## src/rtl/core/pcpmrb_pkg.sv

```systemverilog
`timescale 1ns / 1ps
`default_nettype none
package pcpmrb_pkg;

    localparam int MAX_BINS_DEF     = 512;
    localparam int CORDIC_STEPS_DEF = 16;
    localparam int CFG_IDX_W        = 3;
    localparam int CFG_DATA_W       = 18;
    localparam int ANG_W            = 18;
    localparam int CW               = 48;   // CORDIC x/y width
    localparam int ZW               = 30;   // angle accumulator width
    localparam int QW               = 19;   // quotient width
    localparam int HALF_PI_Z        = 26353589;
    localparam int INV_GAIN_Q20     = 636751;

    localparam logic [CFG_IDX_W-1:0] REG_HMIN  = 3'd0;
    localparam logic [CFG_IDX_W-1:0] REG_HMAX  = 3'd1;
    localparam logic [CFG_IDX_W-1:0] REG_RMIN  = 3'd2;
    localparam logic [CFG_IDX_W-1:0] REG_RMAX  = 3'd3;
    localparam logic [CFG_IDX_W-1:0] REG_ALOW  = 3'd4;
    localparam logic [CFG_IDX_W-1:0] REG_AHIGH = 3'd5;
    localparam logic [CFG_IDX_W-1:0] REG_ASTEP = 3'd6;
    localparam logic [CFG_IDX_W-1:0] REG_INF   = 3'd7;

    localparam logic CMD_ADD  = 1'b0;
    localparam logic CMD_READ = 1'b1;

    typedef struct packed {
        logic               command;
        logic signed [15:0] x_mm;
        logic signed [15:0] y_mm;
        logic signed [15:0] z_mm;
        logic               point_valid;
        logic [8:0]         read_bin;
    } in_item_t;

    typedef struct packed {
        logic [8:0]  bin_number;
        logic [15:0] range_mm;
        logic        no_return;
    } out_item_t;

    typedef struct packed {
        logic signed [15:0] height_min_mm;
        logic signed [15:0] height_max_mm;
        logic [15:0]        min_dist_mm;
        logic [15:0]        range_max_mm;
        logic signed [17:0] angle_low;
        logic signed [17:0] angle_high;
        logic [17:0]        angle_step;
        logic               empty_as_infinity;
    } cfg_t;

    typedef enum logic [3:0] {
        ST_CLEAR, ST_IDLE, ST_CORDIC, ST_GAIN, ST_CHECK, ST_DIV, ST_RD_MEM, ST_UPDATE,
        ST_READ, ST_RD_WAIT, ST_OUT
    } state_t;

    // controller -> datapath
    typedef struct packed {
        logic clr;        // clearing pass write
        logic load;       // capture input, start cordic
        logic cordic_step;
        logic gain;       // range multiply
        logic div_start;  // start both dividers
        logic div_step;
        logic mem_rd;     // read bin at q
        logic update;     // write min
        logic rd_bin;     // read read_bin
        logic rd_clr;     // empty the bin just read
        logic out_load;
    } ctl_t;

    typedef struct packed {
        logic clr_done;
        logic keep;       // point passes filters
        logic div_done;
        logic cmd_read;
        logic in_range;   // early drop: invalid/height
    } sts_t;

    function automatic logic [ZW-1:0] atan_entry(input int i);
        logic [ZW-1:0] r;
        r = '0;
        case (i)
            0: r = ZW'(13176795);
            1: r = ZW'(7778716);
            2: r = ZW'(4110060);
            3: r = ZW'(2086331);
            4: r = ZW'(1047214);
            5: r = ZW'(524117);
            6: r = ZW'(262123);
            7: r = ZW'(131069);
            default: r = ZW'(1) << (24 - i);
        endcase
        return r;
    endfunction

endpackage
`default_nettype wire

```

## src/rtl/core/pcpmrb_ctrl.sv

```systemverilog
`timescale 1ns / 1ps
`default_nettype none
module pcpmrb_ctrl #(
    parameter int CORDIC_STEPS = pcpmrb_pkg::CORDIC_STEPS_DEF
) (
    input  wire logic            clk,
    input  wire logic            rst_n,
    input  wire logic            in_fire,
    output logic                 in_ready,
    input  wire logic            out_free,
    input  wire pcpmrb_pkg::sts_t sts,
    output pcpmrb_pkg::ctl_t     ctl
);
    import pcpmrb_pkg::*;

    localparam int SCW = $clog2(CORDIC_STEPS + 1);

    state_t           state_reg, state_next;
    logic [SCW-1:0]   cnt_reg, cnt_next;

    always_ff @(posedge clk or negedge rst_n)
    begin
        if (!rst_n)
        begin
            state_reg <= ST_CLEAR;
            cnt_reg   <= '0;
        end
        else
        begin
            state_reg <= state_next;
            cnt_reg   <= cnt_next;
        end
    end

    always_comb
    begin
        state_next = state_reg;
        cnt_next   = cnt_reg;
        ctl        = '0;
        in_ready   = 1'b0;
        case (state_reg)
            ST_CLEAR:
            begin
                ctl.clr = 1'b1;
                if (sts.clr_done)
                    state_next = ST_IDLE;
            end
            ST_IDLE:
            begin
                in_ready = 1'b1;
                if (in_fire)
                begin
                    ctl.load   = 1'b1;
                    cnt_next   = '0;
                    state_next = sts.cmd_read ? ST_READ : ST_CORDIC;
                end
            end
            ST_CORDIC:
            begin
                if (!sts.in_range)
                    state_next = ST_IDLE;
                else
                begin
                    ctl.cordic_step = 1'b1;
                    cnt_next = cnt_reg + SCW'(1);
                    if (cnt_reg == SCW'(CORDIC_STEPS - 1))
                        state_next = ST_GAIN;
                end
            end
            ST_GAIN:
            begin
                ctl.gain   = 1'b1;
                state_next = ST_CHECK;
            end
            ST_CHECK:
            begin
                if (sts.keep)
                begin
                    ctl.div_start = 1'b1;
                    state_next    = ST_DIV;
                end
                else
                    state_next = ST_IDLE;
            end
            ST_DIV:
            begin
                ctl.div_step = 1'b1;
                if (sts.div_done)
                    state_next = ST_RD_MEM;
            end
            ST_RD_MEM:
            begin
                ctl.mem_rd = 1'b1;
                state_next = ST_UPDATE;
            end
            ST_UPDATE:
            begin
                ctl.update = 1'b1;
                state_next = ST_IDLE;
            end
            ST_READ:
            begin
                ctl.rd_bin = 1'b1;
                state_next = ST_RD_WAIT;
            end
            ST_RD_WAIT:
            begin
                ctl.rd_clr = 1'b1;
                state_next = ST_OUT;
            end
            ST_OUT:
            begin
                if (out_free)
                begin
                    ctl.out_load = 1'b1;
                    state_next   = ST_IDLE;
                end
            end
            default:
            begin
                state_next = ST_IDLE;
            end
        endcase
    end
endmodule
`default_nettype wire

```

## config.mk

```make
export PLATFORM = sky130hd
export DESIGN_NAME = pcpmrb_ctrl
export DESIGN_NICKNAME = d
export VERILOG_FILES = /design/src/rtl/core/pcpmrb_pkg.sv /design/src/rtl/core/pcpmrb_ctrl.sv
export SDC_FILE = /design/constraint.sdc
export NUM_CORES = 1
export LEC_CHECK = 0
export ABC_AREA = 0
export ABC_CLOCK_PERIOD_IN_PS = 1600
export BUFFER_PORTS_ARGS = -buffer_cell sky130_fd_sc_hd__buf_2
export CAP_MARGIN = 20
export CORE_MARGIN = 4
export CORE_UTILIZATION = 46
export CTS_BUF_LIST = sky130_fd_sc_hd__clkbuf_2 sky130_fd_sc_hd__clkbuf_4 sky130_fd_sc_hd__clkbuf_8
export DETAILED_ROUTE_END_ITERATION = 8
export HOLD_SLACK_MARGIN = 0.06
export PLACE_DENSITY = 0.78
export SLEW_MARGIN = 20
export SYNTH_ARGS = -nofsm -noshare
export SYNTH_HDL_FRONTEND = slang
export SYNTH_SLANG_ARGS = --single-unit
export TNS_END_PERCENT = 50
```

## constraint.sdc

```tcl
create_clock -name clk -period 1.6 [get_ports clk]
set_input_delay 0.08 -clock clk [delete_from_list [all_inputs] [get_ports clk]]
set_output_delay 0.08 -clock clk [all_outputs]
set_load 0.01 [all_outputs]
```

==> flow_summary.yaml <==
pwr:
  internal_power_w: 0.000937
  sw_frac_of_total: 0.400
  power_frac_comb: 0.638
  total_power_w: 0.00156
  power.density_mw_per_mm2: 1640
  peakVddDrop_mv: 0.819
  pwr-share-seq: 0.239
  p_clk_frac: 0.123
  p_sw_w: 0.000624
  p_leak_nw: 0.493
sta:
  finalHoldViolations: 0
  setup_violations: 2
  tightest_slew_ns: 0.297
  post-route-period-util: 1.00
  setup_ws_ns: -0.00522
  hold_ws_ns: 0.114
  slew_viol_final: 0
  rsz0062_at_grt: "yes"
  finalSetupTns_ns: -0.00624
  timing.fmax_ghz: 0.623
  slew_headroom: 0.799
  clock_skew_ns: 0.00156
  fin_crit_ns: 1.61
floorplan:
  coreArea_mm2: 0.00133
  die_w_um: 46.0
  die_area_mm2: 0.00212
  rows: 13
  start_util: 0.499
  fp.dieH_um: 46.0
  io-pin-count: 21
layout:
  n_antenna_cell: 0
  largest_reg_flops: 5
  fin_area_um2: 952
  final_util: 0.714
  area_delta_synth_final_pct: 43.0
  drive_above_1_share: 0.464
  layout.nets: 124
critical_path:
  cp_slowest_cell: "dfrtp_1"
  cpLargestDelayFamily: "flip-flops"
  critical_path_class: "reg2reg"
  required_ns: 1.75
  worstPathArrival_ns: 1.75
  crit_chain: "buf_6, nor4b_4, nand2_2, o2111a_2, mux2_4"
  cp_num_buf_inv: 1
  max_stage_delay_ns: 0.42
  path_max_fanout: 4
  endpoint_kind: "flip-flop"
  cp-start-kind: "flip-flop"
clock_tree:
  clkSinkCount: 9
  cts-root-buf: "clkbuf_4"
  clk_path_buf_depth: 2
  htree_num_levels: 1
  clkTransAtPathRegs_ns: 0.06
  cts_buffers: 3
  clock_latency_ns: 0.26
  cts_tree: "done"
route:
  viasPerCell: 5.39
  vias: 685
  ant_nets: 0
  drc_errors: 0
  first_pass_iters: 4
  postRouteWirelength_mm: 1.79
  first_iter_violations: 5
  wl_per_cell_um: 14.1
synthesis:
  ys_types: 31
  ys_top_cells_by_area: "dfrtp_1, nand2b_1, nor3_1, mux2_4, ha_1"
  ys_ff_latch: 9
  avgSynthCellArea_um2: 9.00
  synth_largest_area_cell: "dfrtp_1"
  yosys_warnings: 0
  ys.flop_type: "dfrtp_1"
  synth_top_area_frac: 0.338
  seq_area_frac_synth: 0.338
  synth.most_common_cell: "dfrtp_1"
  synthArstFlopShare: 1.00
  synthTopCellsByCount: "dfrtp_1, nand2b_1, nor2_1, nor3_1"
  syn_nets: 85
  synth_edf_count: 0
  netlist_area_um2: 666
  synthCells: 74
outcome:
  violations: "setup timing"
  status: "finished, violations left"
grt:
  grt_pass1_vias: 719
  grt_util_met3: 0.0632
  grt_overflow_total: 0
  grt.met2_usage: 0.313
  grt_util_all_layers: 0.191
  grt_util_met1: 0.230
  grt_max_degree: 12
  antenna_found_initial: 0
  grt_busiest_layer: "met2"
  grt_pass1_wl_mm: 2.92
place:
  hpwlAfterDp_mm: 1.40
  gp_congestion: 0.844
  place_area_um2: 866
  io_buffers: 20
min_path:
  hold_class: "in2reg"
run:
  cap_violations: 0
metrics by stage:
stage	cells	worst slack, ns
2_1_floorplan	74	-0.00100
3_3_place_gp	120	0.0124
3_5_place_dp	120	-0.0503
4_1_cts	127	0.00118
5_1_grt	127	-0.0539
6_report	127	-0.00522
layout by cell type, fill, tap and decap left out, drive strengths merged, types with 2 or more instances in the layout:
cell type | netlist | layout
or3 | 2 | 2
buf | 3 | 37
ha | 2 | 2
nand3 | 2 | 2
nor3 | 6 | 6
nand2 | 5 | 5
clkbuf | 1 | 4
nand2b | 6 | 6
a22o | 2 | 2
mux2 | 2 | 2
inv | 4 | 4
a21oi | 2 | 2
xor2 | 2 | 2
and3 | 2 | 2
o21ai | 6 | 6
and3b | 2 | 2
nor4b | 2 | 2
nor2 | 6 | 6
dfrtp | 9 | 9
metal layers:
| layer | routed length (um) | vias to the layer above |
|---|---|---|
| met3 | 88 | 4 |
| met1 | 805 | 323 |
| li1 | - | 340 |
| met4 | 15 | 0 |
| met5 | 0 | - |
| met2 | 876 | 18 |
worst paths after layout:
| check | start | end | slack [ns] | cells after the start |
|---|---|---|---|---|
| max in group asynchronous | rst_n | cnt_reg[3] | 1.22 | 2 |
| setup / recovery | state_reg[0] | state_reg[1] | -0.005 | 5 |
| min in group asynchronous | rst_n | state_reg[1] | 0.19 | 2 |
| setup reg to reg | state_reg[0] | state_reg[1] | -0.005 | 5 |
| hold reg to reg | cnt_reg[4] | cnt_reg[4] | 0.48 | 2 |
| hold / removal | sts[3] | state_reg[2] | 0.11 | 3 |
final cells by class:
| class | count | area [um2] |
|---|---|---|
| Clock buffer | 4 | 30.0 |
| Timing Repair Buffer | 38 | 248 |
| Fill cell | 107 | 382 |
| Sequential cell | 9 | 225 |
| Inverter | 4 | 15.0 |
| Multi-Input combinational cell | 57 | 415 |
| Tap cell | 15 | 18.8 |
worst register-to-register path, delay by kind of cell (launching register included):
family	cells	cell delay, ns
buf+inv	1	0.14
simple gates	2	0.34
compound gates	1	0.30
mux	1	0.30
flops	1	0.42
power by group through the flow:
stage	Sequential (W)	Combinational, W	Clock (W)
global route	0.000379	0.00108	0.000206
global placement	0.000370	0.000886	0
finish	0.000373	0.000997	0.000192
detailed placement	0.000377	0.000903	0
floorplan	0.000350	0.000580	0
CTS	0.000366	0.000973	0.000195
cell families (layout without fill, tap and decap cells):
kind of cell	Yosys count	in the layout	synth area share
xor gates and xnor gates	2	2	0.0263
buffers and inverters	8	46	0.0695
and+or+nand+nor	36	36	0.325
muxes	3	3	0.0602
adders and majority gates	2	2	0.0376
DFF	9	9	0.338
AOI/OAI and AO/OA	14	14	0.143
timing repair:
action	4_1_cts	5_1_grt
pin swaps	1	1
endpoints found under the hold margin	9	0
setup buffers	2	0
gates resized for setup	4	4
cloned	0	0
hold buffers	1	0
endpoints found under the setup margin	3	5
No activity file was read; power rests on OpenSTA's default activity.
